$ cat config.mk
export PLATFORM = sky130hd
export DESIGN_NAME = q2e_sqrt_cell
export DESIGN_NICKNAME = d
export VERILOG_FILES = /design/src/rtl/core/q2e_pkg.sv /design/src/rtl/core/q2e_sqrt_cell.sv
export SDC_FILE = /design/constraint.sdc
export NUM_CORES = 1
export LEC_CHECK = 0
export CAP_MARGIN = 40
export CORE_ASPECT_RATIO = 1.75
export CORE_MARGIN = 4
export CORE_UTILIZATION = 64
export DETAILED_ROUTE_END_ITERATION = 16
export DONT_BUFFER_PORTS = 1
export GPL_ROUTABILITY_DRIVEN = 0
export PLACE_DENSITY = 0.8
export SYNTH_ARGS = -nofsm -noshare
export SYNTH_HDL_FRONTEND = slang
export SYNTH_SLANG_ARGS = --single-unit
$ cat constraint.sdc
create_clock -name clock -period 4.19 [get_ports clock]
set_clock_uncertainty 0.1 [all_clocks]
set_input_delay 0.6285 -clock clock [delete_from_list [all_inputs] [get_ports clock]]
set_output_delay 0.6285 -clock clock [all_outputs]
set_load 0.01 [all_outputs]
$ cat src/rtl/core/q2e_pkg.sv
// Shared types, widths and constants for the quaternion to heading/pitch/roll core.
// Holds the arctangent step table used by every CORDIC cell.
// No dependencies.
package q2e_pkg;

   localparam int PROD_W      = 32;   // Q2.14 x Q2.14 product
   localparam int VEC_W       = 34;   // Q28 vector component
   localparam int XW          = 45;   // CORDIC x/y datapath
   localparam int ZW          = 34;   // angle accumulator, 2^-23 degree
   localparam int ANG_W       = 18;   // rounded angle, 1/128 degree
   localparam int ROOT_W      = 29;   // square root result
   localparam int REM_W       = 57;   // square root remainder
   localparam int SQ_W        = 58;   // square of a 29-bit value
   localparam int TRIAL_W     = 59;   // square root trial subtrahend
   localparam int NORM_LIMIT  = 41;   // normalized magnitude lies in [2^40, 2^41)
   localparam int NORM_STEPS  = 6;    // shifts by 32,16,8,4,2,1
   localparam int NORM_MAX_SH = 32;
   localparam int ROUND_SH    = 16;
   localparam int ATAN_EXTRA  = NORM_STEPS + 2;  // pre-rotate + normalize + round
   localparam int VEC_DLY     = ROOT_W + 2;      // square, remainder, root bits

   localparam logic signed [VEC_W-1:0] Q28_ONE      = 34'sd268435456;
   localparam logic signed [ZW-1:0]    DEG180       = 34'sd1509949440;
   localparam logic signed [ZW:0]      ROUND_BIAS   = 35'sd32768;
   localparam logic signed [ANG_W-1:0] HEADING_WRAP = 18'sd46080;
   localparam logic signed [14:0]      PITCH_LIMIT  = 15'sd11520;
   localparam logic [REM_W-1:0]        REM_FULL     = {1'b1, 56'd0};

   typedef struct packed {
      logic signed [PROD_W-1:0] xz;
      logic signed [PROD_W-1:0] wy;
      logic signed [PROD_W-1:0] yz;
      logic signed [PROD_W-1:0] wx;
      logic signed [PROD_W-1:0] xx;
      logic signed [PROD_W-1:0] yy;
   } prod_type;

   typedef struct packed {
      logic up_hi;
      logic up_lo;
   } clamp_type;

   typedef struct packed {
      logic signed [VEC_W-1:0] east;
      logic signed [VEC_W-1:0] north;
      logic signed [VEC_W-1:0] up;
      logic signed [VEC_W-1:0] left_u;
      logic signed [VEC_W-1:0] up_u;
      clamp_type               clamp;
   } vec_type;

   typedef struct packed {
      logic                 zero;
      logic signed [XW-1:0] x;
      logic signed [XW-1:0] y;
      logic signed [ZW-1:0] z;
   } cordic_stage_type;

   typedef struct packed {
      logic [REM_W-1:0]  rem;
      logic [ROOT_W-1:0] root;
   } sqrt_stage_type;

   // atan(2^-i) in 2^-23 degree units
   function automatic logic signed [ZW-1:0] cordic_angle(input logic [4:0] idx);
      logic signed [ZW-1:0] a;
      case (idx)
         5'd0:    a = 34'sd377487360;
         5'd1:    a = 34'sd222843801;
         5'd2:    a = 34'sd117744544;
         5'd3:    a = 34'sd59768969;
         5'd4:    a = 34'sd30000467;
         5'd5:    a = 34'sd15014858;
         5'd6:    a = 34'sd7509261;
         5'd7:    a = 34'sd3754860;
         5'd8:    a = 34'sd1877459;
         5'd9:    a = 34'sd938733;
         5'd10:   a = 34'sd469367;
         5'd11:   a = 34'sd234683;
         5'd12:   a = 34'sd117342;
         5'd13:   a = 34'sd58671;
         5'd14:   a = 34'sd29335;
         5'd15:   a = 34'sd14668;
         5'd16:   a = 34'sd7334;
         5'd17:   a = 34'sd3667;
         5'd18:   a = 34'sd1833;
         5'd19:   a = 34'sd917;
         5'd20:   a = 34'sd458;
         5'd21:   a = 34'sd229;
         5'd22:   a = 34'sd115;
         5'd23:   a = 34'sd57;
         default: a = '0;
      endcase
      return a;
   endfunction

endpackage

$ cat src/rtl/core/q2e_sqrt_cell.sv
// One bit of the pipelined integer square root (restoring, remainder form).
// Depends on q2e_pkg.
module q2e_sqrt_cell import q2e_pkg::*; #(
   parameter int BIT_IDX = 0
) (
   input  logic           clock,
   input  logic           adv,
   input  sqrt_stage_type prev_stage,
   output sqrt_stage_type next_stage
);

   logic [TRIAL_W-1:0] trial;
   sqrt_stage_type     stage_ff;
   sqrt_stage_type     stage_in;

   // (R + 2^b)^2 - R^2 = R*2^(b+1) + 2^(2b)
   always_comb begin
      trial    = (TRIAL_W'(prev_stage.root) << (BIT_IDX + 1)) + (TRIAL_W'(1) << (2 * BIT_IDX));
      stage_in = prev_stage;
      if (TRIAL_W'(prev_stage.rem) >= trial) begin
         stage_in.rem  = prev_stage.rem - REM_W'(trial);
         stage_in.root = prev_stage.root | (ROOT_W'(1) << BIT_IDX);
      end
   end

   always_ff @(posedge clock) begin
      if (adv) begin
         stage_ff <= stage_in;
      end
   end

   assign next_stage = stage_ff;

endmodule

==> impl_metrics.ini, run 1 <==
[timing]
period_minus_slack_ns = 3.67
max_freq_mhz = 273
setup_violations = 0
fin_tns_setup_ns = 0
finalMaxSlewViolations = 0
slew_headroom = 0.390
final-hold-violation-count = 0
max_slew.worst_pin.slew_ns = 0.912
rsz0062_at_grt = false
period_share = 0.876

[floorplan]
row_count = 44
dieArea_um2 = 10200
coreArea_um2 = 8310
start_util = 0.660
die_h_um = 131
io_pins = 174
die_w_um = 78.0

[grt]
grtUsageMet3 = 0.0796
antenna_found_initial = 0
use_met1 = 0.264
gr-total-overflow = 0
grt_max_degree = 87
grt_pass1_wl_um = 20800
top_usage_layer = met2
grtUsageMet2 = 0.471
grt_use_total = 0.261
grt_pass1_vias = 4334

[synth]
synth_top_cell_area_share = 0.470
synth_edf_count = 86
yosys_warnings = 0
syn_nets = 657
syn_inst = 538
synth_async_sr_flop_share = 0
ys_types = 55
ys_seq_area_frac = 0.470
yosys_most_used_dff = edfxtp_1
syn_area_per_cell_um2 = 10.2
yosys-top-cells-area = edfxtp_1 (47%), ha_1 (6.8%), xor2_1 (5.3%)
ys_seq_elements = 86
synth_top_cell_by_area = edfxtp_1
syn_area_um2 = 5490

[setup_path]
crit_fanout = 36
critical_path_arrival_ns = 3.65
max_stage_delay_ns = 0.72
path_buf_inv = 1
cp-end-kind = flop
slowest_stage = o21ai_4
cp_data_required_time_ns = 4.17
path_class = in -> reg
path_cells = nor4_1 > nor4bb_1 > nand4_1 > a31oi_1 > nand2_1 > o21ai_4 > buf_4 > mux2_2
start_kind = input pin
cp_top_family = simple AND/OR/NAND/NOR gates

[routing]
wl_per_cell_um = 20.1
num_vias = 4214
ant_nets = 0
via_per_inst = 6.41
drt-total-wl_um = 13200
drtIter0Drc = 326
drc = 0
drt-pass1-iter-count = 5

[clock_tree]
ctsHoldBuffers = 0
h-tree-depth = 3
numCtsBuffers = 9
cts_setup_buffers = 0
cts-resized-gates = 0
clock-sinks = 86
clk_path_buf_depth = 2
root_buffer = clkbuf_16
cts_tree = yes
clk_pin_slew_ns = 0.06

[place]
placed_area_um2 = 5590
dp_hpwl_um = 10300
dp.cells = 641
numPortBuffers = 0

[pwr]
power_leakage_nw = 2.22
power_frac_seq = 0.509
combPwrFrac = 0.153
power.total_mw = 2.28
peakVddDrop_mv = 0.240
p_sw_frac = 0.265
intPower_mw = 1.67
p_switching_mw = 0.603
power.density_nw_per_um2 = 387
clockPowerShare = 0.337

[layout]
layout.nets = 656
antennaDiodeCount = 0
multi_input_area_um2 = 2680
area_delta_synth_final_pct = 7.18
stdcell_area_um2 = 5880
num-fill-cells = 633
largest_reg_flops = 86
fin_cells = 657
drive_gt1_frac = 0.0683
seq_area_um2 = 2580

[worst_hold_path]
worstHoldPathType = in -> reg

[outcome]
run_status = completed

[flow_run]
drv_cap = 0
-- cell families after synthesis --
logic type      after synthesis  synth area share
compound gates              125             0.144
mux                           1           0.00205
buf+inv                      54            0.0433
xor+xnor                     55            0.0878
simple gates                186             0.180
flops                        86             0.470
fa+ha+maj                    31            0.0720
-- per-layer routing --
metal	vias up	routed length (um)	part of all wire
li1	1978	-	-
met4	0	683	0.052
met2	237	6900	0.52
met5	-	0	0
met3	52	1150	0.087
met1	1947	4470	0.34
-- stage by stage --
step	utilization	worst slack [ns]	hold slack, ns
after floorplan	-	0.864	0.627
after CTS	0.708	0.638	0.276
final	0.708	0.521	0.283
after global routing	0.708	0.342	0.269
after global placement	0.673	0.334	0.627
after detailed placement	0.673	0.290	0.627
-- power by group through the flow --
stage                     sequential (mW)  clock [mW]  combinational [mW]
after floorplan                      1.16           0               0.270
after global placement               1.18           0               0.331
after detailed placement             1.18           0               0.340
after CTS                            1.16       0.780               0.342
after global routing                 1.17       0.826               0.388
final                                1.16       0.768               0.348
-- layout make-up --
| type | count | share of cell area |
|---|---|---|
| Tap cell | 115 | 0.0245 |
| Multi-Input combinational cell | 398 | 0.455 |
| Clock inverter | 7 | 0.0108 |
| Timing Repair Buffer | 9 | 0.0115 |
| Clock buffer | 9 | 0.0383 |
| Inverter | 33 | 0.0211 |
| Sequential cell | 86 | 0.439 |
-- final timing paths --
check / startpoint / endpoint / slack, ns / cells after the start
worst max-delay path: prev_stage[73] / next_stage[43]$_DFFE_PP_ / 0.52 / 8
worst min-delay path: prev_stage[24] / next_stage[24]$_DFFE_PP_ / 0.28 / 0
-- Yosys cell counts, types with 4 or more instances --
master,count
nand2b_1,6
a21o_1,13
nand2_1,68
inv_1,33
xor2_1,33
a211oi_1,5
o21ai_0,47
a31oi_1,5
buf_4,5
nor4b_1,5
nor4_1,11
and4_1,4
xnor2_1,22
clkbuf_1,13
a21oi_1,29
o21bai_1,5
nor2_1,24
nand4_1,8
and3_1,5
ha_1,30
or3_1,9
nand3_1,10
edfxtp_1,86
nor3_1,12
-- placed cells by master (no fill, tap or decap), types with 6 or more instances in the layout --
cell type  Yosys  final
a21o_1        13     13
a21oi_1       29     29
buf_4          5      9
clkbuf_16      0      9
edfxtp_1      86     86
ha_1          30     30
inv_1         33     33
nand2_1       68     68
nand2b_1       6      6
nand3_1       10     10
nand4_1        8      8
nor2_1        24     24
nor3_1        12     12
nor4_1        11     11
o21ai_0       47     47
or3_1          9      9
xnor2_1       22     22
xor2_1        33     33
(Power assumes the default switching activity.)
==> run 2, diff against run 1 <==
REMOVE_ABC_BUFFERS = 1   (was default)
==> run 2 against run 1 <==
Against the previous run:
- sequential power about the same
- critical path depth up 3
- combinational power about the same
==> impl_metrics.ini, run 2 (synthesis gave the netlist of run 1 again) <==
[outcome]
run_status = completed

[setup_path]
slowest_stage = a211oi_1
crit_fanout = 9
cp_top_family = compound AO/OA/AOI/OAI gates
crit_start = prev_stage[2]
cp-end-kind = flop
cp_data_required_time_ns = 4.17
max_stage_delay_ns = 0.63
start_kind = input pin
critical_path_depth = 11
path_class = in -> reg
path_buf_inv = 2
critical_path_arrival_ns = 3.60
path_cells = inv_1 > ha_1 > a21o_1 > a221o_1 > a21boi_2 > o21ai_0 > a211oi_1 > nor4b_2 > buf_4 > nor4b_1 > xor2_1

[grt]
grt_use_total = 0.259
gr-total-overflow = 0
grt_pass1_vias = 4221
grt_pass1_wl_um = 20300
antenna_found_initial = 0
grt_max_degree = 87

[layout]
layout.nets = 654
drive_gt1_frac = 0.0648
multi_input_area_um2 = 2680
seq_area_um2 = 2580
final_common_cell = edfxtp_1
final_cell_mix = edfxtp_1 (86), nand2_1 (68), o21ai_0 (47)
largest_reg_flops = 86
antennaDiodeCount = 0
area_delta_synth_final_pct = 6.93
num-fill-cells = 604
stdcell_area_um2 = 5870

[clock_tree]
ctsHoldBuffers = 0
cts-resized-gates = 0
clk_pin_slew_ns = 0.06
h-tree-depth = 3
cts_tree = yes
numCtsBuffers = 9
root_buffer = clkbuf_16
clock-sinks = 86
cts_setup_buffers = 0
clk_path_buf_depth = 2

[timing]
finalMaxSlewViolations = 0
slew_headroom = 0.551
rsz0062_at_grt = false
setup_violations = 0
max_freq_mhz = 277
period_minus_slack_ns = 3.61
fin_tns_setup_ns = 0
setup_slack_ns = 0.577
max_slew.worst_pin.slew_ns = 0.669
final-hold-violation-count = 0
period_share = 0.862

[place]
dp_hpwl_um = 10400
post-place-ws_ns = 0.238
placed_area_um2 = 5580
numPortBuffers = 0

[routing]
via_per_inst = 6.27
drtIter0Drc = 289
drc = 0
num_vias = 4110
drt-total-wl_um = 13200
wl_per_cell_um = 20.2
drt-pass1-iter-count = 8
ant_nets = 0

[worst_hold_path]
hold_path_depth = 0
whs_endpoint = next_stage[26]$_DFFE_PP_
worstHoldPathType = in -> reg
min-delay-start = prev_stage[26]

[floorplan]
row_count = 44
coreArea_um2 = 8310
io_pins = 174
dieArea_um2 = 10200
die_h_um = 131
start_util = 0.660
die_w_um = 78.0

[flow_run]
drv_cap = 0

[pwr]
power_leakage_nw = 2.21
peakVddDrop_mv = 0.236
power.density_nw_per_um2 = 389
## run 2: power breakdown
group,switching (mW),total (mW),internal [mW]
sequential,0.0866,1.16,1.07
clock,0.318,0.778,0.460
combinational,0.206,0.348,0.142
total,0.610,2.29,1.68
## run 2: routing by layer
metal	GRT usage	up-vias	wire, um
met3	0.0892	41	1010
met2	0.505	179	7570
li1	-	1966	-
met1	0.232	1924	4200
met5	0	-	0
met4	0.125	0	434
## run 2: worst max path at each step
stage | endpoint
after detailed placement | next_stage[80]$_DFFE_PP_
final | next_stage[80]$_DFFE_PP_
after CTS | next_stage[80]$_DFFE_PP_
after global placement | next_stage[80]$_DFFE_PP_
after floorplan | next_stage[43]$_DFFE_PP_
after global routing | next_stage[80]$_DFFE_PP_
## run 2: through the flow
stage | hold slack [ns] | util | power (mW) | instances
floorplan | 0.627 | - | 1.43 | 517
global placement | 0.627 | 0.671 | 1.51 | 639
detailed placement | 0.627 | 0.671 | 1.52 | 639
CTS | 0.271 | 0.706 | 2.29 | 655
global route | 0.263 | 0.706 | 2.38 | 655
finish | 0.274 | 0.706 | 2.29 | 655
## run 2: area by class of cell
| cell class | count | area share |
|---|---|---|
| Clock buffer | 10 | 0.0390 |
| Clock inverter | 6 | 0.0104 |
| Inverter | 33 | 0.0211 |
| Multi-Input combinational cell | 398 | 0.456 |
| Sequential cell | 86 | 0.440 |
| Tap cell | 115 | 0.0245 |
| Timing Repair Buffer | 7 | 0.00895 |
==> run 3, diff against run 2 <==
ABC_AREA = 1   (was default)
CORE_UTILIZATION = 65   (was 64)
PLACE_DENSITY = 0.81   (was 0.8)
==> run 3 against run 2 <==
Against the previous run:
- clock-buffer cell count unchanged
- via count increased by 65%
- sequential share of layout area fell by 10 points
- first-iteration DRC count rose by 81%
- synthesized cell count up 100%
- power increased by 8.1%
- non-clock buffer count down 5
- synthesized area grew 31%
- sequential power is essentially flat
- cell area grew 29%
- worst setup slack improved by 0.66 ns
- largest power group unchanged
==> impl_metrics.ini, run 3 <==
[outcome]
run_status = completed

[pwr]
peakVddDrop_mv = 0.221
power.density_nw_per_um2 = 325
power_leakage_nw = 3.93

[clock_tree]
cts_tree = yes
cts-resized-gates = 0
cts_setup_buffers = 0
clk_path_buf_depth = 2
root_buffer = clkbuf_16
ctsHoldBuffers = 0
clock-sinks = 86
numCtsBuffers = 9
clk_pin_slew_ns = 0.07
h-tree-depth = 3

[setup_path]
slowest_stage = a21oi_4
cp-end-kind = flop
path_buf_inv = 3
start_kind = input pin
crit_path_frequent_cell = nand2_1
cp_top_family = simple AND/OR/NAND/NOR gates
cp_data_required_time_ns = 4.18
path_class = in -> reg
path_cells = inv_1 > ha_1 > nand2_1 > inv_1 > nand2_1 > nand2_1 > nand2_1 > nand3_1 > nand3_2 > nand2_2 > a21oi_4 > buf_4 > nand2_1
max_stage_delay_ns = 0.50
crit_fanout = 15
critical_path_arrival_ns = 2.95

[layout]
seq_area_um2 = 2580
final_common_cell = nand2_1
area_delta_synth_final_pct = 5.26
layout.nets = 1225
num-fill-cells = 909
final_cell_mix = nand2_1 (463), inv_1 (221), nor2_1 (106)
drive_gt1_frac = 0.0531
multi_input_area_um2 = 3690
largest_reg_flops = 86
antennaDiodeCount = 0

[timing]
holdWs_ns = 0.270
period_share = 0.705
rsz0062_at_grt = false
period_minus_slack_ns = 2.95
finalMaxSlewViolations = 0
max_freq_mhz = 339
max_slew.worst_pin.slew_ns = 0.568
fin_tns_setup_ns = 0
slew_headroom = 0.621
final-hold-violation-count = 0
setup_slack_ns = 1.24
setup_violations = 0

[routing]
via_per_inst = 5.46
drt-total-wl_um = 21100
num_vias = 6773
drc = 0
wl_per_cell_um = 17.0
drtIter0Drc = 522
drt-pass1-iter-count = 5
ant_nets = 0

[grt]
grt_pass1_vias = 6692
grt_max_degree = 87
antenna_found_initial = 0
grt_use_total = 0.329
gr-total-overflow = 0
grt_pass1_wl_um = 32500

[synth]
syn_area_um2 = 7210
syn_inst = 1101
synth_edf_count = 86
synth_async_sr_flop_share = 0
synth_common_cells = nand2_1 (463), inv_1 (221), nor2_1 (106), edfxtp_1 (86), nand3_1 (60)
yosys_warnings = 0
yosysMostFrequentCell = nand2_1
synth_top_cell_area_share = 0.358
yosys-top-cells-area = edfxtp_1 (36%), nand2_1 (24%), inv_1 (12%)
ys_types = 28
synth_top_cell_by_area = edfxtp_1
yosys_most_used_dff = edfxtp_1
ys_seq_area_frac = 0.358
syn_area_per_cell_um2 = 6.55
ys_seq_elements = 86

[flow_run]
drv_cap = 0

[floorplan]
row_count = 50
die_h_um = 147
io_pins = 174
die_w_um = 87.6
start_util = 0.670
coreArea_um2 = 10800
dieArea_um2 = 12900

[place]
dp_hpwl_um = 16800
post-place-ws_ns = 0.923
numPortBuffers = 0

[worst_hold_path]
worstHoldPathType = in -> reg
[run 3: cell count changes after synthesis, sizes merged, moves of 21 or more]
cell	previous run	this run
nand3	10	61
o21ai	48	5
nor2	24	113
xnor2	22	1
nand2	68	473
inv	33	225
[run 3: kinds of logic (layout without fill, tap and decap cells)]
logic type	after synthesis	count (layout)	synth area share
xor gates and xnor gates	23	23	0.0279
and+or+nand+nor	685	685	0.388
adders and majority gates	31	31	0.0548
AOI/OAI and AO/OA	43	43	0.0411
buffers and inverters	233	243	0.130
DFF	86	86	0.358
[run 3: report_power, final]
| part | leakage [nW] | internal (mW) | switching (mW) |
|---|---|---|---|
| clock network | 0.136 | 0.461 | 0.350 |
| logic | 2.95 | 0.164 | 0.342 |
| registers | 0.842 | 1.07 | 0.0841 |
[run 3: final cells by class]
type                    count  share of cell area
well taps                 130              0.0214
multi-input cells         782               0.487
repair buffers              2             0.00198
inverters                 225               0.111
clock inverters             6             0.00824
clock buffers              10              0.0302
flip-flops and latches     86               0.340
[run 3: layer usage]
metal | share of wire | routed length, um | vias up | global-route usage
met4 | 0.076 | 1600 | 0 | 0.221
met2 | 0.53 | 11100 | 333 | 0.596
met1 | 0.32 | 6680 | 2966 | 0.316
li1 | - | - | 3372 | -
met3 | 0.080 | 1690 | 102 | 0.0758
met5 | 0 | 0 | - | 0
[run 3: path summary, 6_finish.rpt]
path / start / depth (start not counted) / end
max: prev_stage[2] / 13 / next_stage[0]$_SDFFCE_PP1P_
min: prev_stage[5] / 0 / next_stage[5]$_DFFE_PP_
[run 3: metrics by stage]
step	instance area (um2)	util	total power [mW]	std cells
6_report	7590	0.705	2.47	1241
4_1_cts	7590	0.705	2.47	1241
3_3_place_gp	7300	0.678	1.65	1225
3_5_place_dp	7300	0.678	1.67	1225
5_1_grt	7590	0.705	2.58	1241
2_1_floorplan	7120	-	1.53	1093
